### config.mk
export PLATFORM = sky130hd
export DESIGN_NAME = wildcard_byte_pattern_scanner
export DESIGN_NICKNAME = d
export VERILOG_FILES = /design/src/rtl/wbps_pkg.sv /design/src/rtl/wbps_matcher.sv /design/src/rtl/wbps_out_fifo.sv /design/src/rtl/wildcard_byte_pattern_scanner.sv
export SDC_FILE = /design/constraint.sdc
export NUM_CORES = 1
export LEC_CHECK = 0
export BUFFER_PORTS_ARGS = -buffer_cell sky130_fd_sc_hd__buf_2
export CAP_MARGIN = 20
export CELL_PAD_IN_SITES_DETAIL_PLACEMENT = 1
export CELL_PAD_IN_SITES_GLOBAL_PLACEMENT = 1
export CORE_ASPECT_RATIO = 1.2
export CORE_MARGIN = 2
export CORE_UTILIZATION = 39
export CTS_BUF_LIST = sky130_fd_sc_hd__clkbuf_4
export DETAILED_ROUTE_END_ITERATION = 16
export GPL_TIMING_DRIVEN = 0
export MAX_ROUTING_LAYER = met4
export PLACE_DENSITY_LB_ADDON = 0.08
export SYNTH_ARGS = -nofsm -noshare
export SYNTH_HDL_FRONTEND = slang
export SYNTH_SLANG_ARGS = --single-unit
### constraint.sdc
create_clock -name i_clk -period 16.2 [get_ports i_clk]
set_input_delay 0.81 -clock i_clk [delete_from_list [all_inputs] [get_ports i_clk]]
set_output_delay 0.81 -clock i_clk [all_outputs]
set_load 0.03 [all_outputs]
### src/rtl/wbps_pkg.sv
`timescale 1ns / 1ps
`default_nettype none
// ----------------------------------------------------------------------------
// Wildcard byte pattern scanner package
// Shared widths, register indexes and the result record of the scanner.
// ----------------------------------------------------------------------------
package wbps_pkg;

    // Defaults for the top-level parameters.
    localparam int DEFAULT_MAX_PATTERN_BYTES = 16;
    localparam int DEFAULT_OFFSET_BITS       = 32;

    // Fixed widths of the register file and of the stream payloads.
    localparam int ADDR_W        = 64;
    localparam int CFG_DATA_W    = 64;
    localparam int CFG_IDX_W     = 3;
    localparam int LEN_W         = 5;
    localparam int PATTERN_SLOTS = 16;
    localparam int PIDX_W        = 4;
    localparam int BYTE_W        = 8;

    typedef logic [CFG_IDX_W-1:0] t_cfg_index;

    // Register indexes of the configuration channel.
    localparam t_cfg_index CFG_PATTERN_LOW  = 3'd0;
    localparam t_cfg_index CFG_PATTERN_HIGH = 3'd1;
    localparam t_cfg_index CFG_WILDCARD     = 3'd2;
    localparam t_cfg_index CFG_LENGTH       = 3'd3;
    localparam t_cfg_index CFG_BASE_ADDR    = 3'd4;

    // One result item as it travels through the output queue.
    typedef struct packed {
        logic [ADDR_W-1:0] addr;
        logic              matched;
        logic              done;
    } t_result;

endpackage : wbps_pkg
`default_nettype wire

### src/rtl/wbps_matcher.sv
`timescale 1ns / 1ps
`default_nettype none
// ----------------------------------------------------------------------------
// Wildcard byte pattern scanner: masked window compare
// Compares the newest window bytes against the pattern, honoring wildcards.
// ----------------------------------------------------------------------------
module wbps_matcher import wbps_pkg::*; #(
    parameter int MAX_PATTERN_BYTES = DEFAULT_MAX_PATTERN_BYTES
) (
    input  wire logic [MAX_PATTERN_BYTES*BYTE_W-1:0] i_window,   // entry 0 is the newest byte
    input  wire logic [PATTERN_SLOTS*BYTE_W-1:0]     i_pattern,
    input  wire logic [PATTERN_SLOTS-1:0]            i_wildcard,
    input  wire logic [LEN_W-1:0]                    i_length,   // already clamped to 1..max
    output logic                                     o_hit
);

    // Window entry j lines up with pattern byte (length - 1 - j).
    always_comb begin
        logic [PIDX_W-1:0] pidx;
        logic              miss;
        miss = 1'b0;
        pidx = '0;
        for (int j = 0; j < MAX_PATTERN_BYTES; j++) begin
            pidx = PIDX_W'(i_length - LEN_W'(1) - LEN_W'(j));
            if ((LEN_W'(j) < i_length) && !i_wildcard[pidx] &&
                (i_pattern[pidx*BYTE_W +: BYTE_W] != i_window[j*BYTE_W +: BYTE_W])) begin
                miss = 1'b1;
            end
        end
        o_hit = !miss;
    end

endmodule : wbps_matcher
`default_nettype wire

### src/rtl/wbps_out_fifo.sv
`timescale 1ns / 1ps
`default_nettype none
// ----------------------------------------------------------------------------
// Wildcard byte pattern scanner: output queue
// Two-entry result queue that decouples the scan from the result stream.
// ----------------------------------------------------------------------------
module wbps_out_fifo import wbps_pkg::*; (
    input  wire logic    i_clk,
    input  wire logic    i_rst_n,
    input  wire logic    i_push,
    input  wire t_result i_data,
    output logic         o_full,
    output logic         o_valid,
    input  wire logic    i_ready,
    output t_result      o_data
);

    t_result    r_mem [2];
    logic       r_wr_ptr;
    logic       r_rd_ptr;
    logic [1:0] r_count;
    logic       pop;

    assign pop     = (r_count != 2'd0) && i_ready;
    assign o_valid = (r_count != 2'd0);
    assign o_full  = (r_count == 2'd2);
    assign o_data  = r_mem[r_rd_ptr];

    always_ff @(posedge i_clk) begin
        if (!i_rst_n) begin
            r_wr_ptr <= 1'b0;
            r_rd_ptr <= 1'b0;
            r_count  <= 2'd0;
        end else begin
            if (i_push) begin
                r_wr_ptr <= !r_wr_ptr;
            end
            if (pop) begin
                r_rd_ptr <= !r_rd_ptr;
            end
            case ({i_push, pop})
                2'b10:   r_count <= r_count + 2'd1;
                2'b01:   r_count <= r_count - 2'd1;
                default: r_count <= r_count;
            endcase
        end
    end

    always_ff @(posedge i_clk) begin
        if (i_push) begin
            r_mem[r_wr_ptr] <= i_data;
        end
    end

endmodule : wbps_out_fifo
`default_nettype wire

### src/rtl/wildcard_byte_pattern_scanner.sv
`timescale 1ns / 1ps
`default_nettype none
// ----------------------------------------------------------------------------
// Wildcard byte pattern scanner
// Streams the bytes of a memory region through a shift window, compares the
// newest bytes against a masked pattern and reports the address of each match.
// ----------------------------------------------------------------------------
//
//  Channel   Direction  Handshake           Payload
//  --------  ---------  ------------------  --------------------------------
//  s_*       in         s_tvalid/s_tready   data_byte in tdata, region_end
//                                           as tlast
//  m_*       out        m_tvalid/m_tready   match_address in tdata, matched
//                                           as tuser, scan_done as tlast
//  cfg       in         i_cfg_valid/        register index and 64-bit data
//                       o_cfg_ready
//
// Timing: one byte is accepted per clock while s_tready is high. The compare
// and the window shift happen in the accept cycle, the address add in the
// cycle after; the result then goes through the output queue to m_*.
// Bytes that give no result (no match, not the region end) produce no
// transaction on m_*.
// Reset (i_rst_n low, synchronous) clears the window, the byte counter, the
// queue and the registers (pattern length resets to one).
// When m_tready is held low, two results queue up plus one in the add stage;
// s_tready falls only once all three places are taken.
// The configuration channel is always ready; write it only while idle.
//
// ----------------------------------------------------------------------------
module wildcard_byte_pattern_scanner import wbps_pkg::*; #(
    parameter int MAX_PATTERN_BYTES = DEFAULT_MAX_PATTERN_BYTES,
    parameter int OFFSET_BITS       = DEFAULT_OFFSET_BITS
) (
    input  wire logic                  i_clk,
    input  wire logic                  i_rst_n,

    // Byte stream in.
    input  wire logic                  s_tvalid,
    output logic                       s_tready,
    input  wire logic [BYTE_W-1:0]     s_tdata,     // [7:0] data_byte
    input  wire logic                  s_tlast,     // region_end

    // Result stream out.
    output logic                       m_tvalid,
    input  wire logic                  m_tready,
    output logic [ADDR_W-1:0]          m_tdata,     // [63:0] match_address
    output logic                       m_tuser,     // [0] matched
    output logic                       m_tlast,     // scan_done

    // Configuration writes.
    input  wire logic                  i_cfg_valid,
    output logic                       o_cfg_ready,
    input  wire logic [CFG_IDX_W-1:0]  i_cfg_index,
    input  wire logic [CFG_DATA_W-1:0] i_cfg_data
);

    // ------------------------------------------------------------------------
    // Configuration registers
    // ------------------------------------------------------------------------
    logic [CFG_DATA_W-1:0]    r_pat_lo;
    logic [CFG_DATA_W-1:0]    r_pat_hi;
    logic [PATTERN_SLOTS-1:0] r_mask;
    logic [LEN_W-1:0]         r_len;
    logic [ADDR_W-1:0]        r_base;

    assign o_cfg_ready = 1'b1;

    always_ff @(posedge i_clk) begin
        if (!i_rst_n) begin
            r_pat_lo <= '0;
            r_pat_hi <= '0;
            r_mask   <= '0;
            r_len    <= LEN_W'(1);
            r_base   <= '0;
        end else if (i_cfg_valid && o_cfg_ready) begin
            case (i_cfg_index)
                CFG_PATTERN_LOW:  r_pat_lo <= i_cfg_data;
                CFG_PATTERN_HIGH: r_pat_hi <= i_cfg_data;
                CFG_WILDCARD:     r_mask   <= i_cfg_data[PATTERN_SLOTS-1:0];
                CFG_LENGTH:       r_len    <= i_cfg_data[LEN_W-1:0];
                CFG_BASE_ADDR:    r_base   <= i_cfg_data;
                default:          ;  // Unknown index: the write is dropped.
            endcase
        end
    end

    // The effective length is clamped to 1..MAX_PATTERN_BYTES. A zero length
    // behaves as a single-byte pattern.
    logic [LEN_W-1:0] len_eff;

    always_comb begin
        if (r_len == '0) begin
            len_eff = LEN_W'(1);
        end else if (r_len > LEN_W'(MAX_PATTERN_BYTES)) begin
            len_eff = LEN_W'(MAX_PATTERN_BYTES);
        end else begin
            len_eff = r_len;
        end
    end

    // ------------------------------------------------------------------------
    // Scan stage: window shift, saturating byte count and masked compare.
    // ------------------------------------------------------------------------
    logic [BYTE_W-1:0]                   r_window [MAX_PATTERN_BYTES];
    logic [OFFSET_BITS-1:0]              r_seen;
    logic [MAX_PATTERN_BYTES*BYTE_W-1:0] n_window;
    logic [OFFSET_BITS-1:0]              n_seen;
    logic                                s_accept;
    logic                                cmp_hit;
    logic                                hit;
    logic [OFFSET_BITS-1:0]              offset;

    assign s_accept = s_tvalid && s_tready;

    // The compare sees the window as it stands once the new byte is in.
    always_comb begin
        n_window[BYTE_W-1:0] = s_tdata;
        for (int j = 1; j < MAX_PATTERN_BYTES; j++) begin
            n_window[j*BYTE_W +: BYTE_W] = r_window[j-1];
        end
    end

    // The counter holds at its all-ones value once it gets there.
    assign n_seen = (r_seen == '1) ? r_seen : r_seen + OFFSET_BITS'(1);

    wbps_matcher #(
        .MAX_PATTERN_BYTES (MAX_PATTERN_BYTES)
    ) u_matcher (
        .i_window   (n_window),
        .i_pattern  ({r_pat_hi, r_pat_lo}),
        .i_wildcard (r_mask),
        .i_length   (len_eff),
        .o_hit      (cmp_hit)
    );

    // No match is possible before a full pattern length of the region has
    // arrived; the match starts length - 1 bytes before the current one.
    assign hit    = cmp_hit && (n_seen >= OFFSET_BITS'(len_eff));
    assign offset = n_seen - OFFSET_BITS'(len_eff);

    always_ff @(posedge i_clk) begin
        if (!i_rst_n) begin
            for (int j = 0; j < MAX_PATTERN_BYTES; j++) begin
                r_window[j] <= '0;
            end
            r_seen <= '0;
        end else if (s_accept) begin
            // The last byte of a region starts the next one from a clean window.
            for (int j = 0; j < MAX_PATTERN_BYTES; j++) begin
                r_window[j] <= s_tlast ? '0 : n_window[j*BYTE_W +: BYTE_W];
            end
            r_seen <= s_tlast ? '0 : n_seen;
        end
    end

    // ------------------------------------------------------------------------
    // Address stage: holds a pending result and adds the base address.
    // ------------------------------------------------------------------------
    logic                   r_p1_valid;
    logic                   r_p1_hit;
    logic                   r_p1_last;
    logic [OFFSET_BITS-1:0] r_p1_offset;
    logic                   fifo_full;
    logic                   fifo_push;
    t_result                n_result;
    t_result                out_result;

    assign fifo_push = r_p1_valid && !fifo_full;
    assign s_tready  = !r_p1_valid || fifo_push;

    always_ff @(posedge i_clk) begin
        if (!i_rst_n) begin
            r_p1_valid <= 1'b0;
        end else if (s_accept) begin
            r_p1_valid <= hit || s_tlast;
        end else if (fifo_push) begin
            r_p1_valid <= 1'b0;
        end
    end

    always_ff @(posedge i_clk) begin
        if (s_accept) begin
            r_p1_hit    <= hit;
            r_p1_last   <= s_tlast;
            r_p1_offset <= offset;
        end
    end

    // A done result without a match reports address zero.
    always_comb begin
        n_result.addr    = r_p1_hit ? r_base + ADDR_W'(r_p1_offset) : '0;
        n_result.matched = r_p1_hit;
        n_result.done    = r_p1_last;
    end

    wbps_out_fifo u_out_fifo (
        .i_clk   (i_clk),
        .i_rst_n (i_rst_n),
        .i_push  (fifo_push),
        .i_data  (n_result),
        .o_full  (fifo_full),
        .o_valid (m_tvalid),
        .i_ready (m_tready),
        .o_data  (out_result)
    );

    assign m_tdata = out_result.addr;
    assign m_tuser = out_result.matched;
    assign m_tlast = out_result.done;

    // ------------------------------------------------------------------------
    // Assertions
    // ------------------------------------------------------------------------

    // A region end always restarts the byte count.
    a_end_clears_count: assert property (@(posedge i_clk) disable iff (!i_rst_n)
        s_accept && s_tlast |=> r_seen == '0)
        else $error("byte count not cleared after region end");

    // The count never wraps once saturated within a region.
    a_count_saturates: assert property (@(posedge i_clk) disable iff (!i_rst_n)
        s_accept && !s_tlast && (r_seen == '1) |=> r_seen == '1)
        else $error("byte count wrapped");

    // The add stage only ever holds an item that produces a result.
    a_p1_has_result: assert property (@(posedge i_clk) disable iff (!i_rst_n)
        r_p1_valid |-> (r_p1_hit || r_p1_last))
        else $error("add stage holds an item without a result");

    // The input side stalls only while the add stage waits on a full queue.
    a_stall_cause: assert property (@(posedge i_clk) disable iff (!i_rst_n)
        !s_tready |-> (r_p1_valid && fifo_full))
        else $error("input stalled without a full output queue");

    // A result that is not a match carries address zero.
    a_nomatch_zero: assert property (@(posedge i_clk) disable iff (!i_rst_n)
        m_tvalid && !m_tuser |-> m_tdata == '0)
        else $error("non-match result with nonzero address");

endmodule : wildcard_byte_pattern_scanner
`default_nettype wire

**Yosys cells after proc, flatten, opt, wreduce, memory -nomap -nowiden**

Memory sizes are Yosys's and may differ from the RTL's. A register that Yosys moved wholly into a read port is not among the register bits.
Index checks and enable logic that the tools add are counted.

- Flip-flop bits (word level): 284
- RAM bits: 260
- Bits of input ports: 81
- Memories: 2

- Add/subtract/negate cells: 21
- $lt $le $gt $ge: 34
- Equality and inequality tests: 24
- Shift-type cells: 16
- Mux-type cells: 96
- Bitwise gates (word level): 16
- Reductions and logical operators: 69

Memory list:

| memory | depth | width | read ports | clocked after Yosys merged registers in | write ports | line | RTL |
|---|---|---|---|---|---|---|---|
| u_out_fifo.r_mem | 2 | 66 | 1 | 1 | 1 | wbps_out_fifo.sv:18 | `t_result r_mem [2];` |
| r_window | 16 | 8 | 15 | 0 | 16 | wildcard_byte_pattern_scanner.sv:104 | `logic [BYTE_W-1:0] r_window [MAX_PATTERN_BYTES];` |

Operators with widths:

| operator | count |
|---|---|
| $shiftx A128 B8 Y8 | 16 |
| $mux W8 | 32 |
| $ne A8 B8 Y1 | 16 |
| $lt A4 B5 Y1 const B | 16 |
| $add A64 B32 Y64 | 1 |
| $bmux W1 S4 | 16 |
| $mux W32 | 2 |
| $mux W64 | 1 |
| $mux W1 | 42 |
| $lt A4 B5 Y1 const A | 8 |
| $logic_and A1 B1 Y1 | 36 |
| $add A32 B1 Y32 const B | 1 |
| $eq A32 B32 Y1 const B | 1 |
| $ge A32 B5 Y1 | 1 |
| $sub A32 B5 Y32 | 1 |
| $sub A4 B4 Y4 const B | 8 |
| $logic_not A1 Y1 | 21 |
| $lt A3 B5 Y1 const A | 4 |
| $or A1 B1 Y1 | 16 |
| $sub A4 B3 Y4 const B | 4 |
| $lt A1 B5 Y1 const A | 2 |
| $lt A2 B5 Y1 const A | 2 |
| $mux W5 | 2 |
| $reduce_and A2 Y1 | 5 |
| other kinds (15) | 22 |

**Logic depth before layout (Yosys ltp)**

- Word-level depth: 29
- Depth in mapped cells: 25
- Mapped depth without buffers: 20

**Modules after synthesis**

A second synthesis with hierarchy kept.

- Cell total of the unflattened synthesis: 3453
- Area, all modules: 34586.9 sq um

Modules (own cells, without submodules):

| module | instances | cells an instance | area an instance (sq um) | sequential area each (sq um) |
|---|---|---|---|---|
| wildcard_byte_pattern_scanner | 1 | 2080 | 19010.7 | 9549.2 |
| wbps_matcher | 1 | 1145 | 10597.7 | 0.0 |
| wbps_out_fifo | 1 | 228 | 4978.5 | 4063.9 |

**Least setup slack after synthesis**

Ideal clock, no wire load.

- Kind: input to register
- Start point: in s_tvalid
- End point: reg r_seen[28]
- Setup time: 0.129 ns
- Data arrival time: 6.165 ns
- Data required time: 16.071 ns
- Setup slack: 9.906 ns
- Stages: 8
- Buffers on the path: 1
- Cell sequence: nand2_1 -> inv_1 -> nor2_1 -> inv_1 -> clkbuf_1 -> o21ai_0 -> nand2_1 -> o31ai_1

- Cells in the longest elaborated chain, start to end: 1

RTL lines:

| what | line | RTL |
|---|---|---|
| from (decl) | wildcard_byte_pattern_scanner.sv:38 | `input wire logic s_tvalid,` |
| $logic_and A1 B1 Y1 | wildcard_byte_pattern_scanner.sv:113 | `assign s_accept = s_tvalid && s_tready;` |
| via s_accept | wildcard_byte_pattern_scanner.sv:108 | `logic s_accept;` |
| to (signal assigned) | wildcard_byte_pattern_scanner.sv:152 | `r_seen <= s_tlast ? '0 : n_seen;` |
| to (decl) | wildcard_byte_pattern_scanner.sv:105 | `logic [OFFSET_BITS-1:0] r_seen;` |

The timed path passes the listed nets, and every way through them passes these cells.
A chain may end at the register's enable or synchronous reset.

**Worst setup path after layout**

- Start point: reg r_len[4]
- End point: reg r_p1_valid

- Cells in the longest elaborated chain, start to end: 29
- Elaborated cells on any way between the ends: 169
- Those cells by class: add/sub (16); order compare (18); eq/ne (16); shift (16); mux (51); reduce/logical (52)

RTL lines:

| what | line | RTL |
|---|---|---|
| from (decl) | wildcard_byte_pattern_scanner.sv:63 | `logic [LEN_W-1:0] r_len;` |
| from (signal assigned) | wildcard_byte_pattern_scanner.sv:80 | `CFG_LENGTH: r_len <= i_cfg_data[LEN_W-1:0];` |
| $gt A5 B5 Y1 | wildcard_byte_pattern_scanner.sv:94 | `end else if (r_len > LEN_W'(MAX_PATTERN_BYTES)) begin` |
| $mux W5 | wildcard_byte_pattern_scanner.sv:94 |  |
| $mux W5 * | wildcard_byte_pattern_scanner.sv:92 | `if (r_len == '0) begin` |
| branches (longest 23 deep; another with $sub A4 B1 Y4) | n/a |  |
| $logic_and A1 B1 Y1 * | wildcard_byte_pattern_scanner.sv:138 | `assign hit = cmp_hit && (n_seen >= OFFSET_BITS'(len_eff));` |
| $logic_or A1 B1 Y1 * | wildcard_byte_pattern_scanner.sv:175 | `r_p1_valid <= hit \|\| s_tlast;` |
| $mux W1 * | wildcard_byte_pattern_scanner.sv:174 | `end else if (s_accept) begin` |
| to (signal assigned) | wildcard_byte_pattern_scanner.sv:175 |  |
| to (decl) | wildcard_byte_pattern_scanner.sv:159 | `logic r_p1_valid;` |

Mark *: on every way between the ends. The select of a mux whose other input is x is not followed.

==> flow_metrics.tcl <==
set metrics [dict create \
    status "completed" \
    nets 3681 \
    grt_max_degree 65 \
    reg2reg_depth 20 \
    syn-cell-area_um2 31800 \
    antenna_found_initial 4 \
    crit_required_ns 17.07 \
    grt_util_all_layers_pct 34.3 \
    gp_congestion 1.05 \
    slew_headroom_pct 19.7 \
    avgSynthCellArea_um2 9.94 \
    rsz0062_at_grt "false" \
    wl_um 140000 \
    end_kind "flop" \
    die_w_um 264 \
    min_period_over_period_pct 63.8 \
    syn_inst 3196 \
    portBuffers 147 \
    clockBufferDepth 3 \
    cp.arrival_ns 11.20 \
    die_area_um2 83700 \
    hold_path_class "in -> reg" \
    area_growth_pct 14.8 \
    numCtsBuffers 147 \
    clk_pin_slew_ns 0.07 \
    yosysWarnings 0 \
    rrSetupSlack_ns 5.87 \
    p_per_area_nw_per_um2 93.7 \
    start_kind "flop" \
    cap_violations 0 \
    min_period_ns 10.33 \
    clkSinkCount 537 \
    async_flop_share_pct 0 \
    postCtsResizedCells 0 \
    rows 114 \
    ir_drop_uv 63.5 \
    fmax_ghz 0.0968 \
    slew_viol_final 0 \
    layout-drive-gt1-share_pct 18.4 \
    min_path_cells 3 \
    fin_skew_ns 0.0722 \
    htreeDepth 4 \
    synth.distinct_cells 74 \
    fillers 9216 \
    synth-seq-area-share_pct 42.9 \
    clk_latency_ns 1.03 \
    dp_hpwl_um 112000 \
    dp_cells 4397 \
    cts_tree "yes" \
    finalSetupTns_ns 0 \
    p_leak_nw 13.3 \
    ys_ff_latch 537 \
    synth_ff_type "edfxtp_1" \
    setup-violations-final 0 \
    hold_violations 0 \
    grt_pass1_wl_um 199000 \
    crit_fanout 15 \
    critical_path_class "reg -> reg" \
    grt_overflow 0 \
    first_iter_violations 2329 \
    die_y_um 317 \
    grt_pass1_vias 28556 \
    synth-edff-count 286 \
    initial_core_util_pct 39.4 \
    drc 0 \
    wire_per_inst_um 29.8 \
    core_um2 80600 \
    ant_nets 0 \
    syn_nets 3329 \
    drtPass1Iterations 5 \
    num_vias 27883 \
    worst_pin_slew_ns 1.19 \
    p_total_mw 3.42 \
    avgViaCountPerCell 5.92 \
    fin_cells 4706 \
    top_level_ports 150 \
    root_buffer "clkbuf_4" \
]
-- cells in the mapped netlist, types with 50 or more instances --
cell / instances / share of area (%)
a21oi_1: 264 / 4.2
a31oi_1: 53 / 1.0
and2_1: 140 / 2.8
and3_1: 69 / 1.4
clkbuf_1: 161 / 1.9
dfxtp_1: 251 / 16
edfxtp_1: 286 / 27
ha_1: 50 / 2.0
mux2_2: 71 / 2.5
mux2i_1: 132 / 4.2
mux4_2: 146 / 10
nand2_1: 722 / 8.5
nor2_1: 109 / 1.3
o21ai_0: 58 / 0.91
xnor2_1: 124 / 3.4
xor2_1: 109 / 3.0
-- worst paths after layout --
kind,endpoint,from
min,r_mask[9]$_SDFFE_PN0P_,i_cfg_data[9]
min reg2reg,r_base[4]$_SDFFE_PN0P_,r_base[4]$_SDFFE_PN0P_
max reg2reg,r_p1_valid$_SDFFE_PN0P_,r_len[4]$_SDFFE_PN0P_
max,r_p1_valid$_SDFFE_PN0P_,r_len[4]$_SDFFE_PN0P_
-- placed cells by master, fill, tap and decap left out, drive strengths merged, types with 46 or more instances in the layout --
cell type / n
mux4: 146
clkbuf: 383
xor2: 109
dlygate4sd3: 46
o21ai: 60
xnor2: 126
a21oi: 265
a31oi: 53
mux2: 71
buf: 205
and3: 69
nand4: 46
ha: 50
dfxtp: 251
nor2: 109
edfxtp: 286
and2: 140
nand2: 722
mux2i: 132
-- worst max-delay path: stages, from the launching register on --
cell,delay (ns)
dfxtp_1,0.47
nand2b_1,0.17
clkbuf_1,0.55
clkbuf_1,0.61
clkbuf_1,0.59
clkbuf_1,0.86
ha_1,0.37
clkbuf_1,0.77
inv_2,0.33
buf_1,0.49
ha_1,0.46
xnor2_2,0.85
buf_2,0.48
mux4_2,0.61
xnor2_1,0.16
nand4_1,0.13
o21ai_1,0.40
o41a_1,0.44
nand4_1,0.29
or4_1,0.71
o221ai_1,0.43
-- per-stage QoR --
step           utilization [%]  setup WS, ns  instance area [um^2]  hold slack [ns]
2_1_floorplan                -          9.91                 31800            0.421
3_3_place_gp              41.9          6.07                 33800            0.448
3_5_place_dp              42.2          6.06                 34000            0.457
4_1_cts                   45.2          6.03                 36500          0.00425
5_1_grt                   45.2          5.79                 36500           0.0639
6_report                  45.2          5.87                 36500            0.114
-- metal layers --
layer	track usage, %	share of wire (%)	vias up	wire length, um
li1	-	-	12334	-
met1	40.4	40	14204	56000
met2	56.5	48	1067	67700
met3	5.04	5.5	278	7650
met4	19.8	6.3	0	8760
met5	-	0	-	0
-- state kept, by name (all words and copies together), names as in the netlist, named ones only --
register	count
u_out_fifo.r_mem	132
r_window	120
r_base	64
r_pat_hi	64
r_pat_lo	64
r_p1_offset	32
r_seen	32
r_mask	16
r_len	5
u_out_fifo.r_count	2
r_p1_hit	1
r_p1_last	1
r_p1_valid	1
u_out_fifo.r_rd_ptr	1
u_out_fifo.r_wr_ptr	1
-- area by class of cell --
class | count | area, um^2 | share of cell area [%]
tap | 1044 | 1310 | 3.58
buffer | 209 | 870 | 2.38
multi-input combinational | 2418 | 17200 | 47.1
inverter | 32 | 120 | 0.329
timing repair buffer | 203 | 1390 | 3.82
clock inverter | 38 | 319 | 0.875
clock buffer | 222 | 1670 | 4.57
sequential | 537 | 13600 | 37.3
antenna | 3 | 7.51 | 0.0206
-- kinds of logic after synthesis --
family,Yosys count,share of synthesized area (%)
flip-flops,537,42.9
multiplexers,349,17.0
other,1,0.0118
AO/OA/AOI/OAI,551,10.6
XOR/XNOR,235,6.53
buffers and inverters,241,3.11
AND/OR/NAND/NOR,1230,17.7
adder cells (fa/ha/maj),52,2.10
-- power by group --
group	total [mW]	internal (mW)	switching, mW
registers	1.54	1.49	0.0514
logic	0.553	0.197	0.357
clock network	1.32	0.708	0.616
total	3.42	2.39	1.02
-- what timing repair did --
action / 4_1_cts / 5_1_grt
setup buffers: 0 / 0
hold buffers: 46 / 0
endpoints found under the hold margin: 109 / 0
(Power assumes the default switching activity.)
